$ cat src/sv/efpf_ram.sv
// Generic single-port-write, single-port-read RAM with a registered read.
// No dependencies; holds the fill bitmap, one row per entry.
module efpf_ram #(
  parameter int WIDTH = 64,
  parameter int DEPTH = 64
) (
  input  logic                     clk,
  input  logic                     we,
  input  logic [$clog2(DEPTH)-1:0] waddr,
  input  logic [WIDTH-1:0]         wdata,
  input  logic                     re,
  input  logic [$clog2(DEPTH)-1:0] raddr,
  output logic [WIDTH-1:0]         rdata
);

  logic [WIDTH-1:0] mem [DEPTH];

  always_ff @(posedge clk) begin
    if (we) begin
      mem[waddr] <= wdata;
    end
    if (re) begin
      rdata <= mem[raddr];
    end
  end

endmodule

$ cat config.mk
export PLATFORM = sky130hd
export DESIGN_NAME = efpf_ram
export DESIGN_NICKNAME = d
export VERILOG_FILES = /design/src/sv/efpf_ram.sv
export SDC_FILE = /design/constraint.sdc
export NUM_CORES = 2
export LEC_CHECK = 0
export BUFFER_PORTS_ARGS = -buffer_cell sky130_fd_sc_hd__buf_2
export CORE_ASPECT_RATIO = 1.75
export CORE_MARGIN = 5
export CORE_UTILIZATION = 60
export CTS_CLUSTER_DIAMETER = 120
export DETAILED_ROUTE_END_ITERATION = 16
export PLACE_DENSITY = 0.81
export RECOVER_POWER = 50
export SYNTH_ARGS = -nofsm -noshare
export SYNTH_HDL_FRONTEND = slang
export SYNTH_SLANG_ARGS = --single-unit
$ cat constraint.sdc
create_clock -name clk -period 13.55 [get_ports clk]
set_clock_uncertainty 0.1 [all_clocks]
set_input_delay 1.355 -clock clk [delete_from_list [all_inputs] [get_ports clk]]
set_output_delay 1.355 -clock clk [all_outputs]
set_load 0.01 [all_outputs]
==> qor.yml <==
outcome: "complete, but fails checks"
violations: "max-capacitance violations, max-slew violations"
grt_usage: 0.352
arrival_ns: 7.97
seqPwrFrac: 0.556
synthesis.nets: 6677
vias_per_cell: 7.69
grt_pass1_vias: 83300
postRouteWirelength_mm: 478
routedWlPerCell_um: 45.2
antenna_left: 0
antenna_found_initial: 44
clockRootBuffer: "clkbuf_16"
grt_max_degree: 146
cts-hold-fix-buffers: 0
synth_common_cells: "edfxtp_1 (4160), mux4_2 (1024), buf_2 (170), a22oi_1 (168), clkbuf_1 (140)"
core-area_sq_um: 261000
syn_to_final_growth_pct: 10.4
die_w_um: 397
cts_setup_buffers: 0
netSwitchingFraction: 0.213
slew-limit-headroom: -4.14
synth-main-ff-cell: "edfxtp_1"
cts_made_buffers: 342
p_leak_nw: 53.5
fmax_ghz: 0.128
firstDrtPassIters: 6
setup_violations: 0
worstPathRequired_ns: 13.70
finalHoldViolations: 0
hp-class: "flip-flop to flip-flop"
cts_tree: "done"
r2r-start: "mem[50][40]"
cts-resized-gates: 0
yosysTopAreaCell: "edfxtp_1"
whs_endpoint: "rdata[10]"
finalNetCount: 6988
ys_ff_latch: 4160
io-pin-count: 143
critPathMaxFanout: 64
ir_worst_vdd_v: 0.000106
ff2ff_setup_slack_ns: 10.98
cts.htree.levels: 5
finalPower_mw: 25.8
drcViolationCount: 0
dpl.cell_count: 9940
num_vias: 81300
drt-initial-drc-count: 15600
post-route-min-period_ns: 7.82
clockPowerShare: 0.396
p_comb_frac: 0.048
synth-seq-area-share: 0.796
drt-met1-wl_mm: 133
synthDistinctLibCells: 32
startpoint_type: "primary input"
ys_top_cells_by_area: "edfxtp_1 (80%), mux4_2 (15%), mux2i_1 (0.86%), a22oi_1 (0.80%), buf_2 (0.54%)"
syn_area_sq_um: 157000
dpl.hpwl_mm: 230
ff2ff_path_depth: 5
start_util: 0.602
clk_pin_slew_ns: 0.07
rsz0062_at_grt: "false"
hold_start: "mem[54][10]"
synth_most_common_cell: "edfxtp_1"
maxCapViolCount: 69
avgSynthCellArea_sq_um: 23.8
netlist_instances: 6598
drv_slew: 4317
synthDominantCellAreaShare: 0.796
hold_ws_ns: 0.810
highest_layer: "met5"
fin_tns_setup_ns: 0
ys_async_sr_fraction: 0
fin_crit_sh: 0.577
drive_gt1_frac: 0.262
final_cells: 10600
clock_latency_ns: 0.91
wl_met3_mm: 70.7
r2r_end: "rdata[40]"
switchingPower_mw: 5.50
overflow: 0
fp.dieArea_sq_um: 272000
routabilityCongestion: 0.811
clock_path_buffers: 4
die_h_um: 687
cts_sinks: 4160
hold_path_depth: 4
dr_wl_met2_mm: 232
end_kind: "flip-flop"
path_class: "primary input to flip-flop"
grt_pass1_wl_mm: 660
internal_power_mw: 20.3
pwr_density_cell_nw_per_um2: 149
worst_slew_pin_slew_ns: 7.71
row_count: 248
yosys_warnings: 0
io_buffers: 142
synth_edf_count: 4160
per-layer routing:
metal  track usage  vias to the layer above
li1              -                    29000
met3        0.0967                     2325
met2         0.566                     8860
met1         0.417                    41000
met4         0.247                       20
met5             0                        -
state kept, by name, summed over array words and instances, names as in the netlist:
register / count
rdata: 64
mem: 4096
power groups by stage:
stage               combinational (mW)  clock [mW]  sequential [mW]
floorplan                        0.664           0             14.6
global placement                  1.14           0             14.6
detailed placement                1.18           0             14.6
CTS                               1.21        10.2             14.3
global route                      1.27        10.8             14.3
finish                            1.23        10.2             14.3
cell families after synthesis:
kind of cell           share of synthesized area
muxes                                      0.156
DFF                                        0.796
buffers and inverters                     0.0118
AOI/OAI and AO/OA                         0.0247
and+or+nand+nor                           0.0123
critical path, stage by stage:
cell      delay (ns)
clkbuf_1        0.25
nor2_1          0.17
nand2_1         0.48
nor2_4          0.22
clkbuf_1        5.38
how the worst max path moves through the flow:
| stage | startpoint | end |
|---|---|---|
| 2_1_floorplan | waddr[3] | mem[48][0] |
| 3_3_place_gp | raddr[2] | rdata[2] |
| 3_5_place_dp | raddr[2] | rdata[2] |
| 4_1_cts | raddr[0] | rdata[26] |
| 5_1_grt | waddr[5] | mem[15][40] |
| 6_report | waddr[5] | mem[15][40] |
cell type report:
| class | count | area (sq um) |
|---|---|---|
| fillers | 14500 | 87300 |
| clock buffers | 415 | 9040 |
| diodes | 23 | 57.6 |
| well taps | 3375 | 4220 |
| clock inverters | 191 | 2080 |
| inverters | 19 | 71.3 |
| flip-flops and latches | 4160 | 125000 |
| multi-input cells | 2049 | 30700 |
| repair buffers | 337 | 2240 |
cells in the final DEF, fill, tap and decap left out, types with 16 or more instances in the layout:
master / netlist / routed
a211oi_1: 63 / 63
a22o_1: 88 / 88
a22oi_1: 168 / 168
a2bb2oi_1: 19 / 19
a31oi_1: 18 / 18
a41oi_1: 26 / 26
and3_1: 64 / 64
buf_2: 170 / 72
buf_4: 34 / 183
bufinv_16: 0 / 41
clkbuf_1: 140 / 132
clkbuf_16: 0 / 352
clkinv_1: 0 / 55
clkinv_2: 0 / 58
clkinvlp_4: 0 / 16
diode_2: 0 / 23
edfxtp_1: 4160 / 4160
inv_1: 19 / 19
mux2i_1: 135 / 135
mux4_2: 1024 / 1024
nand2_1: 58 / 55
nand3_1: 45 / 45
nor2_1: 112 / 55
nor2_4: 0 / 56
nor2b_1: 28 / 24
o221ai_1: 38 / 38
o22ai_1: 83 / 83
or2_2: 28 / 28
or3_1: 29 / 29
per-stage QoR:
step                 util  cell area (sq um)  setup WS [ns]
floorplan               -             157000           6.66
global placement    0.623             162000           7.43
CTS                 0.666             173000           8.24
global route        0.665             173000           6.19
finish              0.665             173000           5.73
detailed placement  0.623             162000           7.41
No activity file was read; power rests on OpenSTA's default activity.
